$ cat src/rtl/core/fly_camera_orientation_update_top_macros.svh
// Assertion macros for the fly camera orientation update block.
`ifndef FLY_CAMERA_ORIENTATION_UPDATE_TOP_MACROS_SVH
`define FLY_CAMERA_ORIENTATION_UPDATE_TOP_MACROS_SVH
`ifndef SYNTHESIS
`define FCOU_ASSERT_IMPL(lbl, ante, cons) \
	lbl: assert property (@(posedge clk) disable iff (!arst_n) (ante) |-> (cons)) \
		else $error("fcou check failed");
`define FCOU_ASSERT_NEXT(lbl, ante, cons) \
	lbl: assert property (@(posedge clk) disable iff (!arst_n) (ante) |=> (cons)) \
		else $error("fcou check failed");
`else
`define FCOU_ASSERT_IMPL(lbl, ante, cons)
`define FCOU_ASSERT_NEXT(lbl, ante, cons)
`endif
`endif

$ cat src/rtl/core/fcou_pkg.sv
// Shared types, constants and tables of the fly camera orientation update block.
package fcou_pkg;

	localparam int TRIG_STEPS = 16;
	localparam int TRIG_IW = $clog2(TRIG_STEPS);

	typedef logic signed [32:0] wide_t;
	typedef logic signed [15:0] unit_t;

	localparam logic signed [32:0] CORDIC_GAIN = 33'sd652032874;

	localparam logic [1:0] OP_YAW   = 2'd0;
	localparam logic [1:0] OP_PITCH = 2'd1;
	localparam logic [1:0] OP_MOVE  = 2'd2;
	localparam logic [1:0] OP_MODE  = 2'd3;

	localparam logic [1:0] MODE_DEFAULT = 2'd0;
	localparam logic [1:0] MODE_FIRST   = 2'd1;
	localparam logic [1:0] MODE_THIRD   = 2'd2;

	localparam logic [2:0] CFG_MOVE_SPEED = 3'd0;
	localparam logic [2:0] CFG_PITCH_MAX  = 3'd1;
	localparam logic [2:0] CFG_PITCH_MIN  = 3'd2;
	localparam logic [2:0] CFG_WORLD_UP_X = 3'd3;
	localparam logic [2:0] CFG_WORLD_UP_Y = 3'd4;
	localparam logic [2:0] CFG_WORLD_UP_Z = 3'd5;

	localparam logic signed [14:0] YAW_RESET   = -15'sd5760;
	localparam logic signed [13:0] PITCH_RESET = -14'sd1600;
	localparam logic signed [13:0] PITCH_LEVEL = 14'sd0;
	localparam logic signed [31:0] POS_THIRD_Y = 32'sd1310720;
	localparam logic signed [31:0] POS_THIRD_Z = 32'sd2621440;
	localparam logic signed [31:0] POS_DEF_Y   = 32'sd131072;
	localparam logic signed [31:0] POS_DEF_Z   = 32'sd1310720;

	function automatic logic [27:0] atan_deg(input logic [4:0] idx);
		logic [27:0] v;
		case (idx)
			5'd0: v = 28'd188743680;
			5'd1: v = 28'd111421900;
			5'd2: v = 28'd58872272;
			5'd3: v = 28'd29884485;
			5'd4: v = 28'd15000234;
			5'd5: v = 28'd7507429;
			5'd6: v = 28'd3754631;
			5'd7: v = 28'd1877430;
			5'd8: v = 28'd938729;
			5'd9: v = 28'd469366;
			5'd10: v = 28'd234683;
			5'd11: v = 28'd117342;
			5'd12: v = 28'd58671;
			5'd13: v = 28'd29335;
			5'd14: v = 28'd14668;
			5'd15: v = 28'd7334;
			5'd16: v = 28'd3667;
			5'd17: v = 28'd1833;
			5'd18: v = 28'd917;
			5'd19: v = 28'd458;
			5'd20: v = 28'd229;
			5'd21: v = 28'd115;
			5'd22: v = 28'd57;
			5'd23: v = 28'd29;
			default: v = '0;
		endcase
		return v;
	endfunction

endpackage

$ cat src/rtl/core/fcou_cordic.sv
// Iterative CORDIC sine and cosine of a Q10.6 degree angle, Q2.30 results.
module fcou_cordic (
	input  logic                clk,
	input  logic                arst_n,
	input  logic                start,
	input  logic signed [15:0]  angle,
	output logic                done,
	output logic signed [31:0]  sin_out,
	output logic signed [31:0]  cos_out
);

	logic signed [32:0] x_q, y_q, xs, ys, xn, yn;
	logic signed [31:0] z_q, zn, at;
	logic [fcou_pkg::TRIG_IW-1:0] i_q;
	logic busy_q, flip_q, done_q;
	logic signed [15:0] a_red;
	logic a_flip;

	always_comb begin
		a_flip = 1'b0;
		a_red = angle;
		if (angle > 16'sd5760) begin
			a_red = angle - 16'sd11520;
			a_flip = 1'b1;
		end else if (angle < -16'sd5760) begin
			a_red = angle + 16'sd11520;
			a_flip = 1'b1;
		end
	end

	always_comb begin
		xs = x_q >>> i_q;
		ys = y_q >>> i_q;
		at = $signed({4'b0, fcou_pkg::atan_deg(5'(i_q))});
		if (z_q >= 0) begin
			xn = x_q - ys;
			yn = y_q + xs;
			zn = z_q - at;
		end else begin
			xn = x_q + ys;
			yn = y_q - xs;
			zn = z_q + at;
		end
	end

	always_ff @(posedge clk or negedge arst_n) begin
		if (!arst_n) begin
			x_q <= '0;
			y_q <= '0;
			z_q <= '0;
			i_q <= '0;
			busy_q <= 1'b0;
			flip_q <= 1'b0;
			done_q <= 1'b0;
			sin_out <= '0;
			cos_out <= '0;
		end else begin
			done_q <= 1'b0;
			if (start) begin
				x_q <= fcou_pkg::CORDIC_GAIN;
				y_q <= '0;
				z_q <= $signed({a_red, 16'b0});
				i_q <= '0;
				flip_q <= a_flip;
				busy_q <= 1'b1;
			end else if (busy_q) begin
				x_q <= xn;
				y_q <= yn;
				z_q <= zn;
				i_q <= i_q + 1'b1;
				if (i_q == fcou_pkg::TRIG_IW'(fcou_pkg::TRIG_STEPS - 1)) begin
					busy_q <= 1'b0;
					done_q <= 1'b1;
					sin_out <= flip_q ? 32'(-yn) : 32'(yn);
					cos_out <= flip_q ? 32'(-xn) : 32'(xn);
				end
			end
		end
	end

	assign done = done_q;

endmodule

$ cat config.mk
export PLATFORM = sky130hd
export DESIGN_NAME = fcou_cordic
export DESIGN_NICKNAME = d
export VERILOG_FILES = /design/src/rtl/core/fly_camera_orientation_update_top_macros.svh /design/src/rtl/core/fcou_pkg.sv /design/src/rtl/core/fcou_cordic.sv
export SDC_FILE = /design/constraint.sdc
export NUM_CORES = 1
export LEC_CHECK = 0
export ABC_AREA = 1
export BUFFER_PORTS_ARGS = -buffer_cell sky130_fd_sc_hd__buf_2
export CAP_MARGIN = 25
export CORE_AREA = 5 5 193 195
export CTS_CLUSTER_SIZE = 24
export DETAILED_ROUTE_END_ITERATION = 7
export DIE_AREA = 0 0 198 200
export MAX_ROUTING_LAYER = met4
export PLACE_DENSITY = 0.76
export RECOVER_POWER = 50
export SYNTH_ARGS = -nofsm -noshare
export SYNTH_HDL_FRONTEND = slang
export SYNTH_SLANG_ARGS = --single-unit
$ cat constraint.sdc
create_clock -name clk -period 6 [get_ports clk]
set_clock_uncertainty 0.05 [all_clocks]
set_input_delay 0 -clock clk [delete_from_list [all_inputs] [get_ports clk]]
set_output_delay 0 -clock clk [all_outputs]
set_load 0.01 [all_outputs]
==> metrics.txt <==
GR Util All Layers 0.386; met2 Track Usage GR 0.596; library cells used by synthesis between 60 and 70; setup TNS 0 ns; DP HPWL approximately 59 mm; Core Util, Final 0.628; Final Hold Viols 0; Global Route met1 Usage 0.495; postcts setup bufs 0; ANT cells 0; worst-case clock buffer depth 2; First-pass DRT Iterations 8; CTS Sinks between 150 and 200; storage element area ~4200 um2; Iter 0 DRT Violations around 2800; max_cap viols 2; Slowest Stage Delay on Critical Path approximately 0.46 ns; Mapped Nets about 3700; Yosys top cell by area nand2_1; yosys warns 0; GRT overflow 0; first-pass GRT wire length around 120 mm; register area share after synthesis 0.203; Post-synth EDFFs 0; status complete, but fails checks; Critical Path AT 5.88 ns; violated checks capacitance limit, slew limit; CTS clk-pin slew, worst paths approximately 0.080 ns; measured slew at the worst slew-check pin roughly 3.3 ns; nets 3760; die span in x roughly 200 um; synth top area cells nand2_1, dfrtp_1, inv_1; io pins 84; Mapped Area approximately 21000 um2; Top FF cell, synth dfrtp_1; vias per cell approximately 6; root buf cell clkbuf_16; Period Utilization, post-route 0.931; share of the synthesized area in the top cell type 0.236; Top cell by count, worst path nand2_1; slowest CP cell dfrtp_4; grt peak-use layer met2; critical path type reg -> reg; routed via count between 20000 and 25000; PortBufs 83; max-slew violation count ~120; number of antenna violations at the first check in global routing 0; routability cong. around 1.1; CTS tree done; synthesis-to-finish area growth 6.33%; Crit path required time roughly 6.3 ns; critical path capture point type flop; htree depth 4; Hold Crit Class in -> reg; worst-skew pair later-pin latency ~0.46 ns; # rows 69; die area a little under 40000 um2; Max Fanout on Critical Path ~110; number of global-route vias before repair ~23000; DR WL/cell 18.3 um; Max-slew headroom -1.17; Die Ht ~200 um; non-filler instance count after layout approximately 4100; core area 35200 um2; synth cell count leaders nand2_1, inv_1, nand3_1; CTS Buf Count 17; count leader, synth nand2_1; Multi-input gate area between 10000 and 15000 um2; DRT Wirelength 74.7 mm; Final setup viols 0; RSZ-0062 raised after global routing no; Final min period 5.59 ns; Avg Cell Area, Syn roughly 5.8 um2; Cells after Synth between 3000 and 4000; largest net degree at the start of global routing 110; Starting Density 0.591; detailed-route DRC error count 0; Worst Setup Start Kind flop; asr flop ratio synth 1.00; FILL cells ~3500; met3 global-route usage 0.0715; Placed Cells 4051; fmax around 180 MHz; share of layout cells above drive strength 1 0.0512; post-route ant nets 0; synthesized flop and latch total about 170
-- stage by stage --
stage | hold slack [ns] | instance area (um2) | setup slack (ns)
2_1_floorplan | -0.346 | 20800 | 1.78
3_3_place_gp | -0.0610 | 21500 | 0.703
3_5_place_dp | -0.0484 | 21500 | 0.615
4_1_cts | 0.0249 | 22200 | 0.582
5_1_grt | 0.0547 | 22100 | 0.00178
6_report | 0.0319 | 22100 | 0.414
-- state kept, by name (all words and copies together), names as in the netlist --
name	cells
i_q	4
sin_out	32
busy_q	1
flip_q	1
y_q	33
z_q	32
cos_out	32
x_q	33
done	1
-- path summary, 6_finish.rpt --
path,startpoint,to,slack (ns),cells after the start
max,i_q[0],sin_out[31],0.41,29
min in group asynchronous,arst_n,cos_out[7],1.14,2
max in group asynchronous,arst_n,i_q[0],1.51,3
min,angle[10],z_q[26],0.03,6
max reg2reg,i_q[0],sin_out[31],0.41,29
min reg2reg,sin_out[28],sin_out[28],0.43,2
-- cell type report --
type	count	area share
tap	461	0.0261
timing repair buffer	128	0.0330
clock inverter	13	0.00599
inverter	487	0.0828
clock buffer	18	0.0198
multi-input combinational	2819	0.641
sequential	169	0.191
-- cells in the final DEF (no fill, tap or decap), drive strengths merged, types with 3 or more instances in the layout --
cell type    netlist  layout
nand3            294     294
nand2           1312    1312
xor2              89      89
xnor2             35      35
a21oi            115     115
or2               22      22
and2              10      10
inv              484     491
nand4             42      42
fa                 3       3
buf               59      47
o2111ai            4       4
clkbuf            53      86
dfrtp            169     169
a22oi              9       9
o211ai            13      13
o21a               6       6
a21boi             5       5
clkinvlp           0       3
nand3b            22      22
o21bai             6       6
nor4               3       3
nor3              28      28
clkinv             3       5
o31ai             11      11
a31oi             12      12
nor2             296     296
dlygate4sd3        0      13
ha               116     116
o21ai            283     283
mux2i              5       5
o22ai             60      60
-- critical path: cells and delay by family (launching register included) --
kind | cells | cell delay, ns
and+or+nand+nor | 18 | 2.52
xor gates and xnor gates | 1 | 0.17
AOI/OAI and AO/OA | 5 | 1.07
DFF | 1 | 0.46
adders and majority gates | 2 | 0.59
buffers and inverters | 3 | 0.57
-- what timing repair did --
action | CTS | global route
hold buffers | 13 | 0
resized for setup | 0 | 1
endpoints found under the hold margin | 73 | 0
endpoints found under the setup margin | 0 | 4
-- cells by family after synthesis --
| group | after synthesis | share of synthesized area |
|---|---|---|
| multiplexers | 5 | 0.00240 |
| buffers and inverters | 599 | 0.116 |
| XOR/XNOR | 124 | 0.0522 |
| adder cells (fa/ha/maj) | 119 | 0.0726 |
| AO/OA/AOI/OAI | 537 | 0.149 |
| AND/OR/NAND/NOR | 2034 | 0.405 |
| flip-flops | 169 | 0.203 |
-- metal layers --
layer	vias to the layer above	part of all wire
met4	0	0.051
met1	11063	0.41
li1	11608	-
met2	1295	0.43
met5	-	0
met3	231	0.10
Power is left out: the tool's default activity adds up to more than one toggle a clock period on the data nets, which glitch-free logic cannot reach.
