<file path="config.mk">
export PLATFORM = sky130hd
export DESIGN_NAME = fcou_norm
export DESIGN_NICKNAME = d
export VERILOG_FILES = /design/src/rtl/core/fly_camera_orientation_update_top_macros.svh /design/src/rtl/core/fcou_pkg.sv /design/src/rtl/core/fcou_norm.sv
export SDC_FILE = /design/constraint.sdc
export NUM_CORES = 2
export LEC_CHECK = 0
export BUFFER_PORTS_ARGS = -buffer_cell sky130_fd_sc_hd__clkbuf_2
export CORE_AREA = 2 2 423 425
export DETAILED_ROUTE_END_ITERATION = 16
export DIE_AREA = 0 0 425 427
export GPL_ROUTABILITY_DRIVEN = 0
export PLACE_DENSITY = 0.62
export SLEW_MARGIN = 20
export SYNTH_ARGS = -nofsm -noshare
export SYNTH_HDL_FRONTEND = slang
export SYNTH_SLANG_ARGS = --single-unit
</file>
<file path="constraint.sdc">
create_clock -name clk -period 24.5 [get_ports clk]
set_clock_uncertainty 0.05 [all_clocks]
set_input_delay 1.225 -clock clk [delete_from_list [all_inputs] [get_ports clk]]
set_output_delay 1.225 -clock clk [all_outputs]
set_load 0.005 [all_outputs]
</file>
<file path="src/rtl/core/fly_camera_orientation_update_top_macros.svh">
// Assertion macros for the fly camera orientation update block.
`ifndef FLY_CAMERA_ORIENTATION_UPDATE_TOP_MACROS_SVH
`define FLY_CAMERA_ORIENTATION_UPDATE_TOP_MACROS_SVH
`ifndef SYNTHESIS
`define FCOU_ASSERT_IMPL(lbl, ante, cons) \
	lbl: assert property (@(posedge clk) disable iff (!arst_n) (ante) |-> (cons)) \
		else $error("fcou check failed");
`define FCOU_ASSERT_NEXT(lbl, ante, cons) \
	lbl: assert property (@(posedge clk) disable iff (!arst_n) (ante) |=> (cons)) \
		else $error("fcou check failed");
`else
`define FCOU_ASSERT_IMPL(lbl, ante, cons)
`define FCOU_ASSERT_NEXT(lbl, ante, cons)
`endif
`endif

</file>
<file path="src/rtl/core/fcou_pkg.sv">
// Shared types, constants and tables of the fly camera orientation update block.
package fcou_pkg;

	localparam int TRIG_STEPS = 16;
	localparam int TRIG_IW = $clog2(TRIG_STEPS);

	typedef logic signed [32:0] wide_t;
	typedef logic signed [15:0] unit_t;

	localparam logic signed [32:0] CORDIC_GAIN = 33'sd652032874;

	localparam logic [1:0] OP_YAW   = 2'd0;
	localparam logic [1:0] OP_PITCH = 2'd1;
	localparam logic [1:0] OP_MOVE  = 2'd2;
	localparam logic [1:0] OP_MODE  = 2'd3;

	localparam logic [1:0] MODE_DEFAULT = 2'd0;
	localparam logic [1:0] MODE_FIRST   = 2'd1;
	localparam logic [1:0] MODE_THIRD   = 2'd2;

	localparam logic [2:0] CFG_MOVE_SPEED = 3'd0;
	localparam logic [2:0] CFG_PITCH_MAX  = 3'd1;
	localparam logic [2:0] CFG_PITCH_MIN  = 3'd2;
	localparam logic [2:0] CFG_WORLD_UP_X = 3'd3;
	localparam logic [2:0] CFG_WORLD_UP_Y = 3'd4;
	localparam logic [2:0] CFG_WORLD_UP_Z = 3'd5;

	localparam logic signed [14:0] YAW_RESET   = -15'sd5760;
	localparam logic signed [13:0] PITCH_RESET = -14'sd1600;
	localparam logic signed [13:0] PITCH_LEVEL = 14'sd0;
	localparam logic signed [31:0] POS_THIRD_Y = 32'sd1310720;
	localparam logic signed [31:0] POS_THIRD_Z = 32'sd2621440;
	localparam logic signed [31:0] POS_DEF_Y   = 32'sd131072;
	localparam logic signed [31:0] POS_DEF_Z   = 32'sd1310720;

	function automatic logic [27:0] atan_deg(input logic [4:0] idx);
		logic [27:0] v;
		case (idx)
			5'd0: v = 28'd188743680;
			5'd1: v = 28'd111421900;
			5'd2: v = 28'd58872272;
			5'd3: v = 28'd29884485;
			5'd4: v = 28'd15000234;
			5'd5: v = 28'd7507429;
			5'd6: v = 28'd3754631;
			5'd7: v = 28'd1877430;
			5'd8: v = 28'd938729;
			5'd9: v = 28'd469366;
			5'd10: v = 28'd234683;
			5'd11: v = 28'd117342;
			5'd12: v = 28'd58671;
			5'd13: v = 28'd29335;
			5'd14: v = 28'd14668;
			5'd15: v = 28'd7334;
			5'd16: v = 28'd3667;
			5'd17: v = 28'd1833;
			5'd18: v = 28'd917;
			5'd19: v = 28'd458;
			5'd20: v = 28'd229;
			5'd21: v = 28'd115;
			5'd22: v = 28'd57;
			5'd23: v = 28'd29;
			default: v = '0;
		endcase
		return v;
	endfunction

endpackage

</file>
<file path="src/rtl/core/fcou_norm.sv">
// Iterative vector normalizer: range shift, sum of squares, square root, division.
module fcou_norm (
	input  logic            clk,
	input  logic            arst_n,
	input  logic            start,
	input  fcou_pkg::wide_t vec_in [3],
	output logic            done,
	output fcou_pkg::unit_t vec_out [3]
);

	typedef enum logic [2:0] {N_IDLE, N_SHIFT, N_SQ, N_SQRT, N_DIV} nstate_t;

	nstate_t state_q;
	logic [32:0] m_in [3];
	logic [32:0] mx_in;
	logic [32:0] mag_q [3];
	logic [32:0] mx_q;
	logic [2:0] neg_q;
	logic [59:0] sq_q;
	logic [61:0] sum_q;
	logic [62:0] rn_q, rr_q, rb_q, rt;
	logic [5:0] cnt_q;
	logic [1:0] cmp_q;
	logic [4:0] dcnt_q;
	logic [46:0] rem_q, dv_q;
	logic [15:0] quo_q, qn;
	logic [29:0] msel;
	logic ge, done_q;

	always_comb begin
		for (int k = 0; k < 3; k++)
			m_in[k] = vec_in[k][32] ? 33'(-vec_in[k]) : 33'(vec_in[k]);
		mx_in = m_in[0];
		if (m_in[1] > mx_in) mx_in = m_in[1];
		if (m_in[2] > mx_in) mx_in = m_in[2];
	end

	always_comb begin
		msel = (state_q == N_SQ) ? mag_q[cnt_q[1:0]][29:0] : mag_q[cmp_q][29:0];
		rt = rr_q + rb_q;
		ge = rem_q >= dv_q;
		qn = {quo_q[14:0], ge};
	end

	always_ff @(posedge clk or negedge arst_n) begin
		if (!arst_n) begin
			state_q <= N_IDLE;
			done_q <= 1'b0;
			for (int k = 0; k < 3; k++) begin
				mag_q[k] <= '0;
				vec_out[k] <= '0;
			end
			mx_q <= '0;
			neg_q <= '0;
			sq_q <= '0;
			sum_q <= '0;
			rn_q <= '0;
			rr_q <= '0;
			rb_q <= '0;
			cnt_q <= '0;
			cmp_q <= '0;
			dcnt_q <= '0;
			rem_q <= '0;
			dv_q <= '0;
			quo_q <= '0;
		end else begin
			done_q <= 1'b0;
			case (state_q)
				N_IDLE: begin
					if (start) begin
						for (int k = 0; k < 3; k++) begin
							mag_q[k] <= m_in[k];
							neg_q[k] <= vec_in[k][32];
						end
						mx_q <= mx_in;
						if (mx_in == '0) begin
							for (int k = 0; k < 3; k++)
								vec_out[k] <= '0;
							done_q <= 1'b1;
						end else begin
							state_q <= N_SHIFT;
						end
					end
				end
				N_SHIFT: begin
					if (mx_q[32:30] != '0) begin
						for (int k = 0; k < 3; k++)
							mag_q[k] <= mag_q[k] >> 1;
						mx_q <= mx_q >> 1;
					end else if (!mx_q[29]) begin
						for (int k = 0; k < 3; k++)
							mag_q[k] <= mag_q[k] << 1;
						mx_q <= mx_q << 1;
					end else begin
						state_q <= N_SQ;
						cnt_q <= '0;
						sum_q <= '0;
					end
				end
				N_SQ: begin
					sq_q <= msel * msel;
					if (cnt_q != '0)
						sum_q <= sum_q + 62'(sq_q);
					if (cnt_q == 6'd3) begin
						rn_q <= 63'(sum_q) + 63'(sq_q);
						rr_q <= '0;
						rb_q <= 63'(1) << 62;
						cnt_q <= '0;
						state_q <= N_SQRT;
					end else begin
						cnt_q <= cnt_q + 1'b1;
					end
				end
				N_SQRT: begin
					if (rn_q >= rt) begin
						rn_q <= rn_q - rt;
						rr_q <= (rr_q >> 1) + rb_q;
					end else begin
						rr_q <= rr_q >> 1;
					end
					rb_q <= rb_q >> 2;
					if (cnt_q == 6'd31) begin
						state_q <= N_DIV;
						cmp_q <= '0;
						dcnt_q <= '0;
					end else begin
						cnt_q <= cnt_q + 1'b1;
					end
				end
				N_DIV: begin
					if (dcnt_q == '0) begin
						rem_q <= 47'({msel, 14'b0}) + 47'(rr_q[31:1]);
						dv_q <= {rr_q[31:0], 15'b0};
						quo_q <= '0;
						dcnt_q <= 5'd1;
					end else begin
						if (ge)
							rem_q <= rem_q - dv_q;
						quo_q <= qn;
						dv_q <= dv_q >> 1;
						if (dcnt_q == 5'd16) begin
							vec_out[cmp_q] <= neg_q[cmp_q] ? -$signed(qn) : $signed(qn);
							dcnt_q <= '0;
							if (cmp_q == 2'd2) begin
								state_q <= N_IDLE;
								done_q <= 1'b1;
							end else begin
								cmp_q <= cmp_q + 1'b1;
							end
						end else begin
							dcnt_q <= dcnt_q + 1'b1;
						end
					end
				end
				default: state_q <= N_IDLE;
			endcase
		end
	end

	assign done = done_q;

endmodule

</file>
==> flow_summary.json <==
{
  "run_status": "finished clean",
  "regArea_sq_mm": 0.01472,
  "worst_path_most_repeated_cell": "fa_1",
  "syn_nets": 9738,
  "rsz0062_at_grt": "false",
  "critPathArrivalTime_ps": 11540,
  "dr_wl_met3_mm": 15.29,
  "grt_pass1_wl_mm": 351.9,
  "synth_area_sq_mm": 0.07024,
  "synth_edf_count": 0,
  "die_x_microns": 425,
  "initial_core_util_pct": 39.63,
  "post-synth-top-area-cell": "dfrtp_1",
  "drive_gt1_share_pct": 6.523,
  "wl_met2_mm": 104.0,
  "cts_buffers": 74,
  "postCtsHoldBufs": 0,
  "areaGrowthSynthToFinish_pct": 8.280,
  "routed_wl_mm": 225.8,
  "fmax_ghz": 0.09015,
  "endpoint_kind": "register",
  "critPathMaxStageDelay_ps": 660,
  "top_layer": "met5",
  "cts_resized": 0,
  "grt_max_degree": 113,
  "antenna_left": 0,
  "fin_nets": 9664,
  "synth_warnings": 0,
  "synth.top_cell.area_share_pct": 20.95,
  "cp_max_fo": 31,
  "cts_max_level": 3,
  "cpLargestDelayFamily": "adder cells",
  "numPortBuffers": 150,
  "grt-ovfl-total": 0,
  "fp-row-count": 155,
  "die_h_microns": 427,
  "antenna_found_initial": 6,
  "fin_tns_setup_ps": 0,
  "first_iter_violations": 5407,
  "ys_seq_area_share_pct": 20.95,
  "post_drt_via_cell_ratio": 5.687,
  "mostFrequentLayoutCells": "1093 x nand2_1, 987 x inv_1, 705 x fa_1",
  "post_cts_buffers": 0,
  "slew_viol_final": 0,
  "cts_root_buf": "clkbuf_16",
  "coreArea_sq_mm": 0.1773,
  "setup.worst_path.class": "reg2reg",
  "synth_cell_types": 91,
  "vias": 60861,
  "tritoncts": "built",
  "nFillCells": 17613,
  "mostFrequentLayoutCell": "nand2_1",
  "slew_headroom_pct": 22.77,
  "syn_inst": 8356,
  "hpwlAfterDp_mm": 173.8,
  "path_buf_inv": 7,
  "hold_path_class": "reg2reg",
  "drc": 0,
  "finalHoldViolCount": 0,
  "firstDrtPassIters": 6,
  "clockBufferDepth": 3,
  "wirelength_met1_mm": 94.69,
  "synth-main-ff-cell": "dfrtp_1",
  "ys_seq_elements": 588,
  "fin_crit_ps": 11090,
  "worstMarginPinSlew_ps": 1158,
  "fin_crit_sh_pct": 45.28,
  "crit_required_ps": 24950,
  "dieArea_sq_mm": 0.1815,
  "grt_usage_pct": 24.67,
  "slowest_stage": "inv_1",
  "postSynthAreaPerCell_sq_um": 8.406,
  "clk_latency_ps": 680,
  "setup_viol_count_final": 0,
  "multi_input_area_sq_mm": 0.05038,
  "grt_pass1_vias": 60497,
  "path_clk_slew_ps": 60,
  "avgRoutedWirePerCell_microns": 21.10,
  "async_flop_share_pct": 100.0,
  "maxCapViolCount": 0,
  "numClockSinks": 588,
  "start_kind": "register",
  "synthTopCellsByArea": "dfrtp_1 21%, fa_1 20%, ha_1 10%",
  "ios": 151
}
[cells in the mapped netlist, drive strengths merged, types with 54 or more instances]
| cell type | instances |
|---|---|
| nand4 | 72 |
| xor2 | 198 |
| nor2b | 54 |
| a21o | 164 |
| nand2b | 59 |
| dfrtp | 588 |
| o21a | 54 |
| fa | 705 |
| xnor2 | 273 |
| inv | 988 |
| clkbuf | 372 |
| ha | 575 |
| a21oi | 437 |
| a211oi | 100 |
| a31oi | 133 |
| mux2i | 84 |
| o21ai | 706 |
| nand2 | 1096 |
| nor2 | 650 |
| a22o | 65 |
| nand3 | 237 |
| nor3 | 80 |
[sequential cells by signal (all words and copies together) (netlist names)]
register / cells
quo_q: 15
vec_out: 48
mag_q: 99
neg_q: 3
rem_q: 47
rb_q: 32
sq_q: 59
cmp_q: 2
dcnt_q: 5
sum_q: 62
rn_q: 63
mx_q: 33
cnt_q: 6
rr_q: 63
state_q: 3
dv_q: 47
done: 1
[final timing paths]
kind                                  end  slack [ps]  startpoint  cells after the start
worst min-delay path             neg_q[1]         430    neg_q[1]                      2
max in group asynchronous        mx_q[12]       20790      arst_n                      4
min in group asynchronous       quo_q[13]         470      arst_n                      1
worst min register to register   neg_q[1]         430    neg_q[1]                      2
worst max register to register   sq_q[59]       13410  state_q[2]                     33
worst max-delay path             sq_q[59]       13410  state_q[2]                     33
[worst reg2reg max path: cells and delay by family, from the launching register on]
kind	cells	cell delay (ps)
simple gates	4	980
buf+inv	7	1900
xor+xnor	1	110
fa+ha+maj	9	4350
flops	1	470
compound gates	12	3080
[kinds of logic (layout without fill, tap and decap cells)]
| kind of cell | count (synthesis) | after routing | share of synthesized area, % |
|---|---|---|---|
| xor+xnor | 471 | 471 | 5.873 |
| compound gates | 2037 | 2037 | 18.19 |
| simple gates | 2447 | 2447 | 15.17 |
| mux | 126 | 126 | 1.870 |
| other cells | 0 | 6 | 0 |
| buf+inv | 1406 | 1390 | 7.588 |
| flops | 588 | 588 | 20.95 |
| fa+ha+maj | 1281 | 1281 | 30.36 |
[routing by layer]
layer | GRT usage [%] | vias to the layer above
li1 | - | 28070
met1 | 32.32 | 30016
met2 | 40.41 | 2204
met3 | 3.685 | 563
met4 | 10.87 | 8
met5 | 0 | -
[cell type report]
cell class | count | share of cell area [%]
sequential | 588 | 19.35
clock buffer | 96 | 2.729
multi-input combinational | 6362 | 66.24
timing repair buffer | 263 | 2.116
tap | 2355 | 3.874
antenna | 6 | 0.01974
inverter | 993 | 4.901
clock inverter | 38 | 0.7716
[stage by stage]
step	utilization (%)	hold slack, ps	setup slack, ps	instances	area [sq um]
finish	42.91	432.9	13410	10701	76060
global route	42.90	457.4	12890	10695	76040
CTS	42.90	434.3	13490	10695	76040
detailed placement	41.40	419.4	13520	10561	73380
global placement	41.40	418.6	13710	10561	73380
floorplan	-	395.3	14690	8356	70240
Power is left out: the tool's default activity adds up to more than one toggle a clock period on the data nets, which glitch-free logic cannot reach.
